==> config.mk <==
export PLATFORM = sky130hd
export DESIGN_NAME = midi_channel_controller_state_flat
export DESIGN_NICKNAME = d
export VERILOG_FILES = /design/src/sv/mccs_pkg.sv /design/src/sv/mccs_if.sv /design/src/sv/midi_channel_controller_state.sv /design/src/sv/mccs_ram.sv /design/src/sv/mccs_update.sv /design/src/flat_wrapper.sv
export VERILOG_INCLUDE_DIRS = /design/src /design/src/sv
export SDC_FILE = /design/constraint.sdc
export NUM_CORES = 1
export LEC_CHECK = 0
export BUFFER_PORTS_ARGS = -buffer_cell sky130_fd_sc_hd__buf_2
export CORE_ASPECT_RATIO = 2
export CORE_MARGIN = 2
export CORE_UTILIZATION = 49
export CTS_CLUSTER_SIZE = 16
export DETAILED_ROUTE_END_ITERATION = 16
export HOLD_SLACK_MARGIN = 0.08
export PLACE_DENSITY_LB_ADDON = 0.1
export SLEW_MARGIN = 40
export SYNTH_ARGS = -nofsm -noshare
export SYNTH_HDL_FRONTEND = slang
export SYNTH_HIERARCHICAL = 1
export SYNTH_SLANG_ARGS = --single-unit
==> constraint.sdc <==
create_clock -name clk -period 16.3 [get_ports clk]
set_input_delay 0.815 -clock clk [delete_from_list [all_inputs] [get_ports clk]]
set_output_delay 0.815 -clock clk [all_outputs]
set_load 0.02 [all_outputs]
==> src/sv/assert_macros.svh <==
// assertion macros shared by the rtl of the channel state block
// each macro samples on posedge clk and is disabled while rst_n is low
`ifndef ASSERT_MACROS_SVH
`define ASSERT_MACROS_SVH

// expression holds at every enabled edge
`define ASSERT_HOLDS(label, expr, msg) \
    label: assert property (@(posedge clk) disable iff (!rst_n) (expr)) else $error(msg);

// consequent holds in the same cycle as the antecedent
`define ASSERT_IMPLIES(label, ante, cons, msg) \
    label: assert property (@(posedge clk) disable iff (!rst_n) (ante) |-> (cons)) \
        else $error(msg);

// consequent holds in the cycle after the antecedent
`define ASSERT_NEXT(label, ante, cons, msg) \
    label: assert property (@(posedge clk) disable iff (!rst_n) (ante) |=> (cons)) \
        else $error(msg);

`endif

==> src/sv/mccs_pkg.sv <==
// types, codes and constants of the midi channel controller state block
// used by the update logic and the top level
`default_nettype none

package mccs_pkg;

    localparam int CHANNELS   = 16;
    localparam int ADDR_W     = (CHANNELS > 1) ? $clog2(CHANNELS) : 1;
    localparam int CFG_IDX_W  = 2;
    localparam int CFG_DATA_W = 15;

    // configuration register indexes
    typedef enum logic [CFG_IDX_W-1:0] {
        CFG_DEFAULT_VOLUME     = 2'd0,
        CFG_DEFAULT_EXPRESSION = 2'd1,
        CFG_DEFAULT_BEND_RANGE = 2'd2
    } cfg_index_t;

    // message function codes
    typedef enum logic [2:0] {
        FUNC_CC      = 3'd0,
        FUNC_PROGRAM = 3'd1,
        FUNC_CHAN_AT = 3'd2,
        FUNC_BEND    = 3'd3,
        FUNC_POLY_AT = 3'd4
    } func_t;

    // result change kinds
    typedef enum logic [4:0] {
        K_NONE       = 5'd0,
        K_PROG       = 5'd1,
        K_CHAN_AT    = 5'd2,
        K_POLY_AT    = 5'd3,
        K_BEND       = 5'd4,
        K_MOD        = 5'd5,
        K_PORTA_TIME = 5'd6,
        K_VOLUME     = 5'd7,
        K_PAN        = 5'd8,
        K_EXPRESSION = 5'd9,
        K_CH_LIMIT   = 5'd10,
        K_DAMPER     = 5'd11,
        K_PORTA_ON   = 5'd12,
        K_PORTA_NOTE = 5'd13,
        K_BEND_RANGE = 5'd14,
        K_SOUND_OFF  = 5'd15,
        K_RESET_CTRL = 5'd16,
        K_NOTES_OFF  = 5'd17
    } kind_t;

    // controller numbers
    localparam logic [6:0] CC_MOD           = 7'd1;
    localparam logic [6:0] CC_PORTA_TIME    = 7'd5;
    localparam logic [6:0] CC_ENTRY_APPLY   = 7'd6;
    localparam logic [6:0] CC_VOLUME        = 7'd7;
    localparam logic [6:0] CC_PAN           = 7'd10;
    localparam logic [6:0] CC_EXPRESSION    = 7'd11;
    localparam logic [6:0] CC_ENTRY_HIGH    = 7'd38;
    localparam logic [6:0] CC_CH_LIMIT      = 7'd55;
    localparam logic [6:0] CC_DAMPER        = 7'd64;
    localparam logic [6:0] CC_PORTA_ON      = 7'd65;
    localparam logic [6:0] CC_PORTA_NOTE    = 7'd84;
    localparam logic [6:0] CC_NRPN_LOW      = 7'd98;
    localparam logic [6:0] CC_NRPN_HIGH     = 7'd99;
    localparam logic [6:0] CC_RPN_LOW       = 7'd100;
    localparam logic [6:0] CC_RPN_HIGH      = 7'd101;
    localparam logic [6:0] CC_SOUND_OFF     = 7'd120;
    localparam logic [6:0] CC_RESET_CTRL    = 7'd121;
    localparam logic [6:0] CC_NOTES_OFF     = 7'd123;

    localparam logic [6:0]  SWITCH_ON_LEVEL  = 7'd64;
    localparam logic [15:0] BEND_CENTER      = 16'd8192;
    localparam logic [14:0] PARAM_NONE       = 15'h7f7f;
    localparam logic [6:0]  PAN_CENTER       = 7'd64;
    localparam logic [6:0]  RESET_VOLUME     = 7'd100;
    localparam logic [6:0]  RESET_EXPRESSION = 7'd127;
    localparam logic [14:0] RESET_BEND_RANGE = 15'd2;

    typedef struct packed {
        logic [2:0] func;
        logic [3:0] channel;
        logic [6:0] first_data;
        logic [6:0] second_data;
    } in_item_t;

    typedef struct packed {
        logic [3:0]         out_channel;
        logic [4:0]         change_kind;
        logic signed [15:0] new_value;
        logic [6:0]         key_number;
    } out_item_t;

    typedef struct packed {
        logic [6:0]  volume;
        logic [6:0]  expression;
        logic [14:0] bend_range;
    } cfg_defaults_t;

    // one channel's stored controller state
    typedef struct packed {
        logic [6:0]  program_number;
        logic [6:0]  channel_pressure;
        logic [13:0] bend_amount;
        logic [6:0]  mod_depth;
        logic [6:0]  channel_volume;
        logic [6:0]  channel_pan;
        logic [6:0]  channel_expression;
        logic        hold_pedal;
        logic        glide_enabled;
        logic [6:0]  glide_start_key;
        logic [14:0] bend_range;
        logic [14:0] entry_word;
        logic [14:0] registered_param;
        logic [14:0] nonregistered_param;
        logic        selecting_nonregistered;
    } chan_state_t;

    localparam int STATE_W = $bits(chan_state_t);

    // state of a channel that has not been written since reset
    function automatic chan_state_t reset_state();
        chan_state_t s;
        s                     = '0;
        s.channel_volume      = RESET_VOLUME;
        s.channel_pan         = PAN_CENTER;
        s.channel_expression  = RESET_EXPRESSION;
        s.bend_range          = RESET_BEND_RANGE;
        s.registered_param    = PARAM_NONE;
        s.nonregistered_param = PARAM_NONE;
        return s;
    endfunction

endpackage

`default_nettype wire

==> src/sv/mccs_if.sv <==
// valid/ready channel interfaces of the channel state block
// message input, result output and configuration write; uses nothing else
`default_nettype none

interface mccs_in_if;
    logic       valid;
    logic       ready;
    logic [2:0] func;
    logic [3:0] channel;
    logic [6:0] first_data;
    logic [6:0] second_data;

    modport source (output valid, func, channel, first_data, second_data, input ready);
    modport sink   (input valid, func, channel, first_data, second_data, output ready);
endinterface

interface mccs_out_if;
    logic               valid;
    logic               ready;
    logic [3:0]         out_channel;
    logic [4:0]         change_kind;
    logic signed [15:0] new_value;
    logic [6:0]         key_number;

    modport source (output valid, out_channel, change_kind, new_value, key_number,
                    input ready);
    modport sink   (input valid, out_channel, change_kind, new_value, key_number,
                    output ready);
endinterface

interface mccs_cfg_if;
    logic        valid;
    logic        ready;
    logic [1:0]  index;
    logic [14:0] data;

    modport source (output valid, index, data, input ready);
    modport sink   (input valid, index, data, output ready);
endinterface

`default_nettype wire

==> src/sv/midi_channel_controller_state.sv <==
// midi channel controller state: a message word in, one result word out
// a message word is held in the read stage, then its result word in the output register
// one word per cycle unless output stalls; state is read at the accept edge, written
// back as the word leaves the read stage; the last write is forwarded to the next read
// reset: per-channel valid bits clear at once, so unwritten channels read as
// their reset values with no clearing pass; default registers return to reset
`default_nettype none
`include "assert_macros.svh"

module midi_channel_controller_state (
    input  wire logic   clk,
    input  wire logic   rst_n,
    mccs_in_if.sink     in_ch,
    mccs_out_if.source  out_ch,
    mccs_cfg_if.sink    cfg
);

    mccs_pkg::cfg_defaults_t         defaults_reg;
    mccs_pkg::in_item_t              in_item;
    logic                            in_accept;

    logic                            s1_valid_reg;
    mccs_pkg::in_item_t              s1_item_reg;
    logic                            s1_entry_valid_reg;
    logic                            s1_adv;
    logic [mccs_pkg::ADDR_W-1:0]     s1_addr;

    logic [mccs_pkg::CHANNELS-1:0]   entry_valid_reg;
    logic                            fwd_valid_reg;
    logic [mccs_pkg::ADDR_W-1:0]     fwd_addr_reg;
    mccs_pkg::chan_state_t           fwd_state_reg;

    logic [mccs_pkg::STATE_W-1:0]    ram_rdata;
    logic                            ram_we;
    mccs_pkg::chan_state_t           cur_state;
    mccs_pkg::chan_state_t           new_state;
    mccs_pkg::out_item_t             upd_res;
    logic                            upd_in_range;

    logic                            out_valid_reg;
    mccs_pkg::out_item_t             out_item_reg;

    // configuration writes, always accepted
    assign cfg.ready = 1'b1;

    always_ff @(posedge clk or negedge rst_n)
    begin
        if (!rst_n)
        begin
            defaults_reg.volume     <= mccs_pkg::RESET_VOLUME;
            defaults_reg.expression <= mccs_pkg::RESET_EXPRESSION;
            defaults_reg.bend_range <= mccs_pkg::RESET_BEND_RANGE;
        end
        else if (cfg.valid)
        begin
            case (cfg.index)
                mccs_pkg::CFG_DEFAULT_VOLUME:     defaults_reg.volume     <= cfg.data[6:0];
                mccs_pkg::CFG_DEFAULT_EXPRESSION: defaults_reg.expression <= cfg.data[6:0];
                mccs_pkg::CFG_DEFAULT_BEND_RANGE: defaults_reg.bend_range <= cfg.data;
                default:
                begin
                end
            endcase
        end
    end

    // input word and handshake
    assign in_item.func        = in_ch.func;
    assign in_item.channel     = in_ch.channel;
    assign in_item.first_data  = in_ch.first_data;
    assign in_item.second_data = in_ch.second_data;

    assign s1_adv      = s1_valid_reg && (!out_valid_reg || out_ch.ready);
    assign in_ch.ready = !s1_valid_reg || s1_adv;
    assign in_accept   = in_ch.valid && in_ch.ready;
    assign s1_addr     = s1_item_reg.channel[mccs_pkg::ADDR_W-1:0];

    // channel state memory
    mccs_ram #(
        .WIDTH (mccs_pkg::STATE_W),
        .DEPTH (mccs_pkg::CHANNELS)
    ) u_state_ram (
        .clk   (clk),
        .we    (ram_we),
        .waddr (s1_addr),
        .wdata (new_state),
        .re    (in_accept),
        .raddr (in_item.channel[mccs_pkg::ADDR_W-1:0]),
        .rdata (ram_rdata)
    );

    // read stage control
    always_ff @(posedge clk or negedge rst_n)
    begin
        if (!rst_n)
        begin
            s1_valid_reg <= 1'b0;
        end
        else if (in_accept)
        begin
            s1_valid_reg <= 1'b1;
        end
        else if (s1_adv)
        begin
            s1_valid_reg <= 1'b0;
        end
    end

    // read stage payload, valid bit sampled with the memory read
    always_ff @(posedge clk)
    begin
        if (in_accept)
        begin
            s1_item_reg        <= in_item;
            s1_entry_valid_reg <= entry_valid_reg[in_item.channel[mccs_pkg::ADDR_W-1:0]];
        end
    end

    // pick forwarded, stored or reset state
    always_comb
    begin
        if (fwd_valid_reg && fwd_addr_reg == s1_addr)
        begin
            cur_state = fwd_state_reg;
        end
        else if (s1_entry_valid_reg)
        begin
            cur_state = mccs_pkg::chan_state_t'(ram_rdata);
        end
        else
        begin
            cur_state = mccs_pkg::reset_state();
        end
    end

    mccs_update u_update (
        .item     (s1_item_reg),
        .cur      (cur_state),
        .defaults (defaults_reg),
        .in_range (upd_in_range),
        .nxt      (new_state),
        .res      (upd_res)
    );

    assign ram_we = s1_adv && upd_in_range;

    // valid bits and write forwarding control
    always_ff @(posedge clk or negedge rst_n)
    begin
        if (!rst_n)
        begin
            entry_valid_reg <= '0;
            fwd_valid_reg   <= 1'b0;
        end
        else if (ram_we)
        begin
            entry_valid_reg[s1_addr] <= 1'b1;
            fwd_valid_reg            <= 1'b1;
        end
    end

    always_ff @(posedge clk)
    begin
        if (ram_we)
        begin
            fwd_addr_reg  <= s1_addr;
            fwd_state_reg <= new_state;
        end
    end

    // output register
    always_ff @(posedge clk or negedge rst_n)
    begin
        if (!rst_n)
        begin
            out_valid_reg <= 1'b0;
        end
        else if (s1_adv)
        begin
            out_valid_reg <= 1'b1;
        end
        else if (out_ch.ready)
        begin
            out_valid_reg <= 1'b0;
        end
    end

    always_ff @(posedge clk)
    begin
        if (s1_adv)
        begin
            out_item_reg <= upd_res;
        end
    end

    assign out_ch.valid       = out_valid_reg;
    assign out_ch.out_channel = out_item_reg.out_channel;
    assign out_ch.change_kind = out_item_reg.change_kind;
    assign out_ch.new_value   = out_item_reg.new_value;
    assign out_ch.key_number  = out_item_reg.key_number;

    // checks
    `ASSERT_IMPLIES(a_write_on_advance, ram_we, s1_adv, "state write without stage advance")
    `ASSERT_NEXT(a_stall_keeps_stage, s1_valid_reg && !s1_adv, s1_valid_reg,
                 "stalled word lost")
    `ASSERT_IMPLIES(a_out_from_stage, $rose(out_valid_reg), $past(s1_adv),
                    "result word from nowhere")
    `ASSERT_IMPLIES(a_none_is_blank,
                    out_valid_reg && out_item_reg.change_kind == mccs_pkg::K_NONE,
                    out_item_reg.new_value == 16'sd0 && out_item_reg.key_number == 7'd0,
                    "kind none with payload")

endmodule

`default_nettype wire

==> src/sv/mccs_ram.sv <==
// generic single write port ram with one registered read port
// no dependencies
`default_nettype none

module mccs_ram #(
    parameter int WIDTH = 8,
    parameter int DEPTH = 16
) (
    input  wire logic                                  clk,
    input  wire logic                                  we,
    input  wire logic [((DEPTH > 1) ? $clog2(DEPTH) : 1)-1:0] waddr,
    input  wire logic [WIDTH-1:0]                      wdata,
    input  wire logic                                  re,
    input  wire logic [((DEPTH > 1) ? $clog2(DEPTH) : 1)-1:0] raddr,
    output logic [WIDTH-1:0]                           rdata
);

    logic [WIDTH-1:0] mem [DEPTH];

    // write port
    always_ff @(posedge clk)
    begin
        if (we)
        begin
            mem[waddr] <= wdata;
        end
    end

    // registered read, holds when not enabled
    always_ff @(posedge clk)
    begin
        if (re)
        begin
            rdata <= mem[raddr];
        end
    end

endmodule

`default_nettype wire

==> src/sv/mccs_update.sv <==
// decodes one channel message against that channel's state
// gives the new state and the result word; uses mccs_pkg
`default_nettype none

module mccs_update (
    input  wire mccs_pkg::in_item_t      item,
    input  wire mccs_pkg::chan_state_t   cur,
    input  wire mccs_pkg::cfg_defaults_t defaults,
    output logic                         in_range,
    output mccs_pkg::chan_state_t        nxt,
    output mccs_pkg::out_item_t          res
);

    logic [14:0] entry_applied;
    logic [15:0] bend_value;
    logic        switch_on;

    // helpers for data entry, bend and switch controllers
    assign entry_applied = {cur.entry_word[14:8], 1'b0, item.second_data};
    assign bend_value    = {2'b00, item.second_data, item.first_data} - mccs_pkg::BEND_CENTER;
    assign switch_on     = (item.second_data >= mccs_pkg::SWITCH_ON_LEVEL);
    assign in_range      = ({1'b0, item.channel} < 5'(mccs_pkg::CHANNELS));

    // message decode
    always_comb
    begin
        nxt             = cur;
        res.out_channel = item.channel;
        res.change_kind = mccs_pkg::K_NONE;
        res.new_value   = '0;
        res.key_number  = '0;
        if (in_range)
        begin
            case (item.func)
                mccs_pkg::FUNC_CC:
                begin
                    case (item.first_data)
                        mccs_pkg::CC_MOD:
                        begin
                            nxt.mod_depth   = item.second_data;
                            res.change_kind = mccs_pkg::K_MOD;
                            res.new_value   = {9'd0, item.second_data};
                        end
                        mccs_pkg::CC_PORTA_TIME:
                        begin
                            res.change_kind = mccs_pkg::K_PORTA_TIME;
                            res.new_value   = {9'd0, item.second_data};
                        end
                        mccs_pkg::CC_VOLUME:
                        begin
                            nxt.channel_volume = item.second_data;
                            res.change_kind    = mccs_pkg::K_VOLUME;
                            res.new_value      = {9'd0, item.second_data};
                        end
                        mccs_pkg::CC_PAN:
                        begin
                            nxt.channel_pan = item.second_data;
                            res.change_kind = mccs_pkg::K_PAN;
                            res.new_value   = {9'd0, item.second_data};
                        end
                        mccs_pkg::CC_EXPRESSION:
                        begin
                            nxt.channel_expression = item.second_data;
                            res.change_kind        = mccs_pkg::K_EXPRESSION;
                            res.new_value          = {9'd0, item.second_data};
                        end
                        mccs_pkg::CC_CH_LIMIT:
                        begin
                            res.change_kind = mccs_pkg::K_CH_LIMIT;
                            res.new_value   = {9'd0, item.second_data};
                        end
                        mccs_pkg::CC_DAMPER:
                        begin
                            nxt.hold_pedal  = switch_on;
                            res.change_kind = mccs_pkg::K_DAMPER;
                            res.new_value   = {15'd0, switch_on};
                        end
                        mccs_pkg::CC_PORTA_ON:
                        begin
                            nxt.glide_enabled = switch_on;
                            res.change_kind   = mccs_pkg::K_PORTA_ON;
                            res.new_value     = {15'd0, switch_on};
                        end
                        mccs_pkg::CC_PORTA_NOTE:
                        begin
                            nxt.glide_start_key = item.second_data;
                            res.change_kind     = mccs_pkg::K_PORTA_NOTE;
                            res.new_value       = {9'd0, item.second_data};
                        end
                        mccs_pkg::CC_ENTRY_APPLY:
                        begin
                            // rpn 0 selected: the word becomes the bend range
                            nxt.entry_word = entry_applied;
                            if (!cur.selecting_nonregistered && cur.registered_param == '0)
                            begin
                                nxt.bend_range  = entry_applied;
                                res.change_kind = mccs_pkg::K_BEND_RANGE;
                                res.new_value   = {1'b0, entry_applied};
                            end
                        end
                        mccs_pkg::CC_ENTRY_HIGH:
                        begin
                            nxt.entry_word = {item.second_data, cur.entry_word[7:0]};
                        end
                        mccs_pkg::CC_NRPN_LOW:
                        begin
                            nxt.nonregistered_param =
                                {cur.nonregistered_param[14:8], 1'b0, item.second_data};
                            nxt.selecting_nonregistered = 1'b1;
                        end
                        mccs_pkg::CC_NRPN_HIGH:
                        begin
                            nxt.nonregistered_param =
                                {item.second_data, cur.nonregistered_param[7:0]};
                            nxt.selecting_nonregistered = 1'b1;
                        end
                        mccs_pkg::CC_RPN_LOW:
                        begin
                            nxt.registered_param =
                                {cur.registered_param[14:8], 1'b0, item.second_data};
                            nxt.selecting_nonregistered = 1'b0;
                        end
                        mccs_pkg::CC_RPN_HIGH:
                        begin
                            nxt.registered_param =
                                {item.second_data, cur.registered_param[7:0]};
                            nxt.selecting_nonregistered = 1'b0;
                        end
                        mccs_pkg::CC_SOUND_OFF:
                        begin
                            res.change_kind = mccs_pkg::K_SOUND_OFF;
                        end
                        mccs_pkg::CC_RESET_CTRL:
                        begin
                            // pan, volume, program and rpn select are kept
                            nxt.bend_amount        = '0;
                            nxt.mod_depth          = '0;
                            nxt.bend_range         = defaults.bend_range;
                            nxt.channel_expression = defaults.expression;
                            nxt.glide_enabled      = 1'b0;
                            nxt.glide_start_key    = '0;
                            nxt.hold_pedal         = 1'b0;
                            res.change_kind        = mccs_pkg::K_RESET_CTRL;
                        end
                        mccs_pkg::CC_NOTES_OFF:
                        begin
                            res.change_kind = mccs_pkg::K_NOTES_OFF;
                        end
                        default:
                        begin
                        end
                    endcase
                end
                mccs_pkg::FUNC_PROGRAM:
                begin
                    nxt.program_number = item.first_data;
                    res.change_kind    = mccs_pkg::K_PROG;
                    res.new_value      = {9'd0, item.first_data};
                end
                mccs_pkg::FUNC_CHAN_AT:
                begin
                    nxt.channel_pressure = item.first_data;
                    res.change_kind      = mccs_pkg::K_CHAN_AT;
                    res.new_value        = {9'd0, item.first_data};
                end
                mccs_pkg::FUNC_BEND:
                begin
                    nxt.bend_amount = bend_value[13:0];
                    res.change_kind = mccs_pkg::K_BEND;
                    res.new_value   = bend_value;
                end
                mccs_pkg::FUNC_POLY_AT:
                begin
                    res.change_kind = mccs_pkg::K_POLY_AT;
                    res.new_value   = {9'd0, item.second_data};
                    res.key_number  = item.first_data;
                end
                default:
                begin
                end
            endcase
        end
    end

endmodule

`default_nettype wire

==> src/flat_wrapper.sv <==
// flat-port wrapper written by rule: the top's interface ports become plain ports
module midi_channel_controller_state_flat 
  (clk, rst_n, in_ch_valid, in_ch_func, in_ch_channel, in_ch_first_data, in_ch_second_data, in_ch_ready, out_ch_valid, out_ch_out_channel, out_ch_change_kind, out_ch_new_value, out_ch_key_number, out_ch_ready, cfg_valid, cfg_index, cfg_data, cfg_ready);
  mccs_in_if in_ch_i ();
  mccs_out_if out_ch_i ();
  mccs_cfg_if cfg_i ();
  input  wire logic clk;
  input  wire logic rst_n;
  input wire logic [$bits(in_ch_i.valid)-1:0] in_ch_valid;
  input wire logic [$bits(in_ch_i.func)-1:0] in_ch_func;
  input wire logic [$bits(in_ch_i.channel)-1:0] in_ch_channel;
  input wire logic [$bits(in_ch_i.first_data)-1:0] in_ch_first_data;
  input wire logic [$bits(in_ch_i.second_data)-1:0] in_ch_second_data;
  output wire logic [$bits(in_ch_i.ready)-1:0] in_ch_ready;
  output wire logic [$bits(out_ch_i.valid)-1:0] out_ch_valid;
  output wire logic [$bits(out_ch_i.out_channel)-1:0] out_ch_out_channel;
  output wire logic [$bits(out_ch_i.change_kind)-1:0] out_ch_change_kind;
  output wire logic [$bits(out_ch_i.new_value)-1:0] out_ch_new_value;
  output wire logic [$bits(out_ch_i.key_number)-1:0] out_ch_key_number;
  input wire logic [$bits(out_ch_i.ready)-1:0] out_ch_ready;
  input wire logic [$bits(cfg_i.valid)-1:0] cfg_valid;
  input wire logic [$bits(cfg_i.index)-1:0] cfg_index;
  input wire logic [$bits(cfg_i.data)-1:0] cfg_data;
  output wire logic [$bits(cfg_i.ready)-1:0] cfg_ready;
  assign in_ch_i.valid = in_ch_valid;
  assign in_ch_i.func = in_ch_func;
  assign in_ch_i.channel = in_ch_channel;
  assign in_ch_i.first_data = in_ch_first_data;
  assign in_ch_i.second_data = in_ch_second_data;
  assign in_ch_ready = in_ch_i.ready;
  assign out_ch_valid = out_ch_i.valid;
  assign out_ch_out_channel = out_ch_i.out_channel;
  assign out_ch_change_kind = out_ch_i.change_kind;
  assign out_ch_new_value = out_ch_i.new_value;
  assign out_ch_key_number = out_ch_i.key_number;
  assign out_ch_i.ready = out_ch_ready;
  assign cfg_i.valid = cfg_valid;
  assign cfg_i.index = cfg_index;
  assign cfg_i.data = cfg_data;
  assign cfg_ready = cfg_i.ready;
  midi_channel_controller_state u_core (.clk(clk), .rst_n(rst_n), .in_ch(in_ch_i), .out_ch(out_ch_i), .cfg(cfg_i));
endmodule
# After elaboration in Yosys (flattened, before gate mapping)
# Memories as Yosys holds them, arrays and structs flattened. A register that Yosys moved wholly into a read port is not among the register bits.
# Cells that the tools add are included.
# word_totals
regBits,221
ramBits,2016
input_bits,43
out_inout_bits,35
word_cells,116
memories,1
# mem_list
memory,words,word_bits,read_ports,rd_clocked_by_memory_dff,write_ports,line_no,text
u_core.u_state_ram.mem,16,126,1,1,1,mccs_ram.sv:18,logic [WIDTH-1:0] mem [DEPTH];
# classes
n_addsub,1
n_lt_le_gt_ge,4
n_eq_ne,25
n_mux,34
n_bitwise,1
n_reduce_logical,20
# ops
operator,count
126-bit 2-to-1 mux,2
15-bit case mux with 2 select lines,4
21-bit case mux with 5 select lines,1
98-bit 2-to-1 mux,1
"7-bit equality test, second input constant",10
5-bit case mux with 13 select lines,1
16-bit case mux with 3 select lines,1
7-bit case mux with 2 select lines,3
7-bit 2-to-1 mux,4
14-bit case mux with 2 select lines,1
"7-bit by 3-bit equality test with 1-bit output, second input constant",3
20-bit 2-to-1 mux,1
16-bit bitwise OR,1
15-bit zero test,1
15-bit 2-to-1 mux,1
"14-bit by 14-bit subtractor with 15-bit output, second input constant",1
"7-bit by 4-bit equality test with 1-bit output, second input constant",2
"7-bit by 6-bit equality test with 1-bit output, second input constant",2
14-bit 2-to-1 mux,1
"4-bit by 5-bit < comparator with 1-bit output, second input constant",2
1-bit 2-to-1 mux,8
"7-bit by 1-bit equality test with 1-bit output, second input constant",1
"7-bit greater-or-equal comparator, second input constant",1
7-bit OR reduction,1
17 further kinds,31

# Depth between registers and ports, before layout
# Gate-level depths: netlist of the first run.
# depth
depth_word,8
ltp_mapped,13
depth_no_buf,9

# Modules after synthesis
# Netlist of the first run, hierarchy kept.
# by_module_without_submodules
module,instances,cells_per_inst,area_per_inst_um2,seq_area_each_um2
mccs_ram,1,3303,79502.5,64321.7
midi_channel_controller_state,1,681,9952.0,6740.2
mccs_update,1,346,2513.7,0.0

# Least setup slack after synthesis of the first run
# No wires, ideal clock.
# synth_path
path_type,input port to flip-flop
start,in out_ch_ready
end,mem u_core/u_state_ram/mem[0][0] (netlist bit) (enable)
setup_time_ps,765
arrival_time_ps,12788
t_required_ps,15535
setup_slack_ps,2747
stages,5
n_path_buf,0
path_cell_list,nand2b_1 nand3_1 inv_1 or3b_2 nor3_1
# synth_via
elab_chain_len,4
# synth_rtl
item,line_no,text
"start, declared",flat_wrapper.sv:20,input wire logic [$bits(out_ch_i.ready)-1:0] out_ch_ready;
1-bit logical OR,midi_channel_controller_state.sv:73,assign s1_adv = s1_valid_reg && (!out_valid_reg || out_ch.ready);
1-bit logical AND,midi_channel_controller_state.sv:73,
net u_core.ram_we,midi_channel_controller_state.sv:34,logic ram_we;
1-bit 2-to-1 mux,mccs_ram.sv:23,if (we)
1-bit 2-to-1 mux (not written as such),mccs_ram.sv:25,mem[waddr] <= wdata;
"end, declared",mccs_ram.sv:18,
# The timed path passes the listed nets, and every way through them passes these cells.

==> qor.yml, run 1 <==
status: "finished clean"
cp.arrival_ns: 4.66
fp.dieH_um: 291
core_um2: 40900
setup_violations: 0
synth.avg_cell_area_um2: 17.9
p_sw_frac: 0.221
post_cts_resized: 0
drt_iter0_markers: 685
antenna_cells: 0
switchingPower_mw: 0.596
grt_overflow_total: 0
pwr-share-clk: 0.387
power.share.sequential: 0.544
layout_commonest_cell: "edfxtp_1"
rsz0062_at_grt: "false"
cellPowerDensity_nw_per_um2: 120
hold_path_class: "in -> async"
skew_ns: 0.0225
cts.sinks: 491
slew_violations: 0
hpwl_mm: 29.4
gr-usage-all-layers: 0.215
root_buffer: "clkbuf_16"
final_cell_mix: "472 x edfxtp_1, 86 x mux4_2, 56 x buf_2, 46 x mux2_2, 44 x clkbuf_16"
worstSetupEndpointType: "flop"
period_share: 0.261
io_buffer_count: 58
antenna_found_initial: 0
yosys_warnings: 6
pwr-share-comb: 0.069
crit_required_ns: 16.70
worstMarginPinSlew_ns: 0.835
hold_viol_final: 0
clk_pin_slew_worst_paths_ns: 0.06
first_global_vias: 10600
cts_tree: "done"
dr_total_vias: 9900
holdBufCountCts: 0
die_width_um: 148
fin_ws_ns: 12.05
cts_max_path_buffers: 3
ios: 78
dieArea_um2: 43000
reg2reg_from: "u_core/s1_addr[1]"
slew_headroom: 0.443
syn_nets: 1176
area_growth_pct: 11.4
grt_pass1_wl_mm: 67.4
power.leakage_nw: 7.42
gp_congestion: 0.872
drive_above_1_share: 0.292
cts_buffers: 44
startpoint_type: "flop"
max_cap_viol_count: 0
setup_tns_ns: 0
initial_core_util: 0.495
wl_mm: 45.1
crit_fanout: 23
largest_reg_flops: 368
fmax_ghz: 0.235
crit_type: "reg -> reg"
min_period_ns: 4.26
ant_nets: 0
grt_max_degree: 52
drt-wirelength-per-cell_um: 26.8
intPower_mw: 2.10
dr.pass1.iters: 5
postSynthCellCount: 1133
finalNetCount: 1156
htree_levels: 2
ir_drop_mv: 0.0714
cp-startpoint: "u_core/s1_addr[1]"
num_rows: 105
post_cts_buffers: 0
clkLatencyLatePin_ns: 0.58
drc_errors: 0
viasPerCell: 5.88
pre_cts_slack_ns: 12.17
syn-cell-area_um2: 20200
## worst max-delay path, stage by stage, from the launching register on
cell      delay, ns
edfxtp_1       0.62
xor2_1         0.28
nor4_4         0.29
buf_4          0.42
mux2_2         0.43
nor4_1         0.52
nand4_1        0.31
or3_4          0.49
a41oi_2        0.42
a22o_1         0.27
## stage by stage
stage | utilization | area [µm²] | total power [mW] | hold slack [ns] | cells
floorplan | - | 20200 | 1.62 | 0.423 | 1133
global placement | 0.503 | 20500 | 1.67 | 0.433 | 1578
detailed placement | 0.516 | 21100 | 1.68 | 0.440 | 1602
CTS | 0.551 | 22500 | 2.72 | 0.165 | 1684
global route | 0.551 | 22500 | 2.78 | 0.202 | 1684
finish | 0.551 | 22500 | 2.69 | 0.180 | 1684
## area by class of cell
type                       count  area (µm²)
clock inverter                30         315
sequential                   491       14600
tap                          535         669
clock buffer                  52        1130
timing repair buffer          98         946
fill                        3182       18300
multi-input combinational    462        4760
inverter                      16        60.1
## routing by layer
metal  track usage  vias up  part of all wire
met3        0.0252       96             0.035
met4        0.0804        0             0.037
met1         0.256     5240              0.37
li1              -     4305                 -
met5             0        -                 0
met2         0.397      259              0.56
## power by group through the flow
stage	logic [mW]	registers, mW	clock network, mW
after floorplan	0.136	1.49	0
after global placement	0.182	1.49	0
after detailed placement	0.190	1.49	0
after CTS	0.190	1.47	1.06
after global routing	0.204	1.47	1.11
final	0.187	1.47	1.04
## path summary, 6_finish.rpt
kind | cells past startpoint | endpoint | slack, ns
max | 9 | u_core/out_ch.new_value[3] | 12.05
min | 1 | u_core/out_ch.valid | 0.18
max reg2reg | 9 | u_core/out_ch.new_value[3] | 12.05
min reg2reg | 1 | u_core/entry_valid_reg[9] | 0.45
max in group asynchronous | 1 | u_core/entry_valid_reg[0] | 15.81
min in group clk | 1 | u_core/s1_item_reg[3] | 0.43
No activity file was read; power rests on OpenSTA's default activity.
==> inputs of run 2 (changes only) <==
Clock period 16.3 ns to 4.1 ns, I/O delays scaled along.
==> qor.yml, run 2 (synthesis gave the netlist of run 1 again) <==
num_rows: 105
skew_ns: 0.0144
grt_overflow_total: 0
root_buffer: "clkbuf_16"
post_cts_resized: 0
min_period_ns: 3.55
worstSetupEndpointType: "flop"
intPower_mw: 8.35
cts.sinks: 491
power.share.sequential: 0.548
pre_cts_slack_ns: 0.610
htree_levels: 2
drt-wirelength-per-cell_um: 27.6
rrSetupSlack_ns: 0.55
grt_pass1_wl_mm: 68.5
hold_path_class: "in -> reg"
layout_commonest_cell: "edfxtp_1"
gp_congestion: 0.835
power.leakage_nw: 7.40
final_cell_mix: "472 x edfxtp_1, 86 x mux4_2, 56 x buf_2, 46 x mux2_2, 45 x clkbuf_16"
fmax_ghz: 0.282
initial_core_util: 0.495
drive_above_1_share: 0.280
slew_violations: 0
area_growth_pct: 10.8
pwr-share-comb: 0.072
viasPerCell: 5.90
ios: 78
io_buffer_count: 58
status: "finished clean"
hold_viol_final: 0
antenna_found_initial: 0
switchingPower_mw: 2.28
clkLatencyLatePin_ns: 0.55
max_cap_viol_count: 0
crit_type: "reg -> reg"
dr.pass1.iters: 7
setup_tns_ns: 0
die_width_um: 148
ant_nets: 0
first_global_vias: 10600
rsz0062_at_grt: "false"
startpoint_type: "flop"
cts_tree: "done"
fin_ws_ns: 0.553
fp.dieH_um: 291
p_sw_frac: 0.215
ir_drop_mv: 0.270
dieArea_um2: 43000
antenna_cells: 0
period_share: 0.865
cp.arrival_ns: 3.95
cellPowerDensity_nw_per_um2: 474
total_power_mw: 10.6
pwr-share-clk: 0.380
drt_iter0_markers: 725
hpwl_mm: 29.7
cts_max_path_buffers: 3
largest_reg_flops: 368
crit_required_ns: 4.51
clk_pin_slew_worst_paths_ns: 0.06
drc_errors: 0
core_um2: 40900
gr-usage-all-layers: 0.220
dr_total_vias: 10000
crit_fanout: 23
cts_buffers: 43
wl_mm: 46.8
finalNetCount: 1177
slew_headroom: 0.406
worstMarginPinSlew_ns: 0.887
grt_max_degree: 48
setup_violations: 0
## run 2: metal layers
metal	up-vias	GRT usage	wire, µm
met4	0	0.0772	1540
li1	4338	-	-
met3	85	0.0270	1590
met5	-	0	0
met1	5343	0.242	16800
met2	246	0.428	26800
## run 2: final cells by class
class	instances	area, µm²
Fill cell	3214	18400
Tap cell	535	669
Clock buffer	57	1170
Inverter	16	60.1
Multi-Input combinational cell	462	4750
Timing Repair Buffer	120	917
Sequential cell	491	14600
Clock inverter	17	201
## run 2: power groups by stage
| stage | Combinational [mW] | Sequential, mW | Clock (mW) |
|---|---|---|---|
| 5_1_grt | 0.832 | 5.84 | 4.31 |
| 4_1_cts | 0.783 | 5.83 | 4.13 |
| 6_report | 0.769 | 5.82 | 4.04 |
| 3_3_place_gp | 0.746 | 5.93 | 0 |
| 2_1_floorplan | 0.541 | 5.92 | 0 |
| 3_5_place_dp | 0.766 | 5.93 | 0 |
## run 2: worst max-delay path, stage by stage (launching register included)
cell      delay (ns)
edfxtp_1        0.40
xor2_1          0.21
nor4_4          0.34
buf_12          0.23
mux2_2          0.38
nor4_1          0.41
nand4_1         0.28
or3_4           0.48
a41oi_2         0.43
a22o_1          0.21
## run 2: final timing paths
check                                                from                         end  depth (start not counted)
min in group asynchronous                           rst_n   u_core/entry_valid_reg[6]                          2
worst min register to register  u_core/entry_valid_reg[3]   u_core/entry_valid_reg[3]                          1
worst max-delay path                    u_core/s1_addr[1]  u_core/out_ch.new_value[3]                          9
worst min-delay path                     in_ch_channel[0]           u_core/s1_addr[0]                          1
worst max register to register          u_core/s1_addr[1]  u_core/out_ch.new_value[3]                          9
max in group asynchronous                           rst_n   u_core/entry_valid_reg[8]                          2
## run 2: timing repair
action,in CTS,in global routing
setup buffers,0,0
endpoints found under the hold margin,38,0
hold buffers,21,0
## run 2: stage by stage
stage                     std cells  area (µm²)   util  hold slack [ns]
after detailed placement       1603       20800  0.510            0.168
after floorplan                1133       20200      -          -0.0906
final                          1698       22400  0.549            0.101
after global routing           1698       22400  0.549            0.124
after global placement         1598       20700  0.507            0.158
after CTS                      1698       22400  0.549            0.103
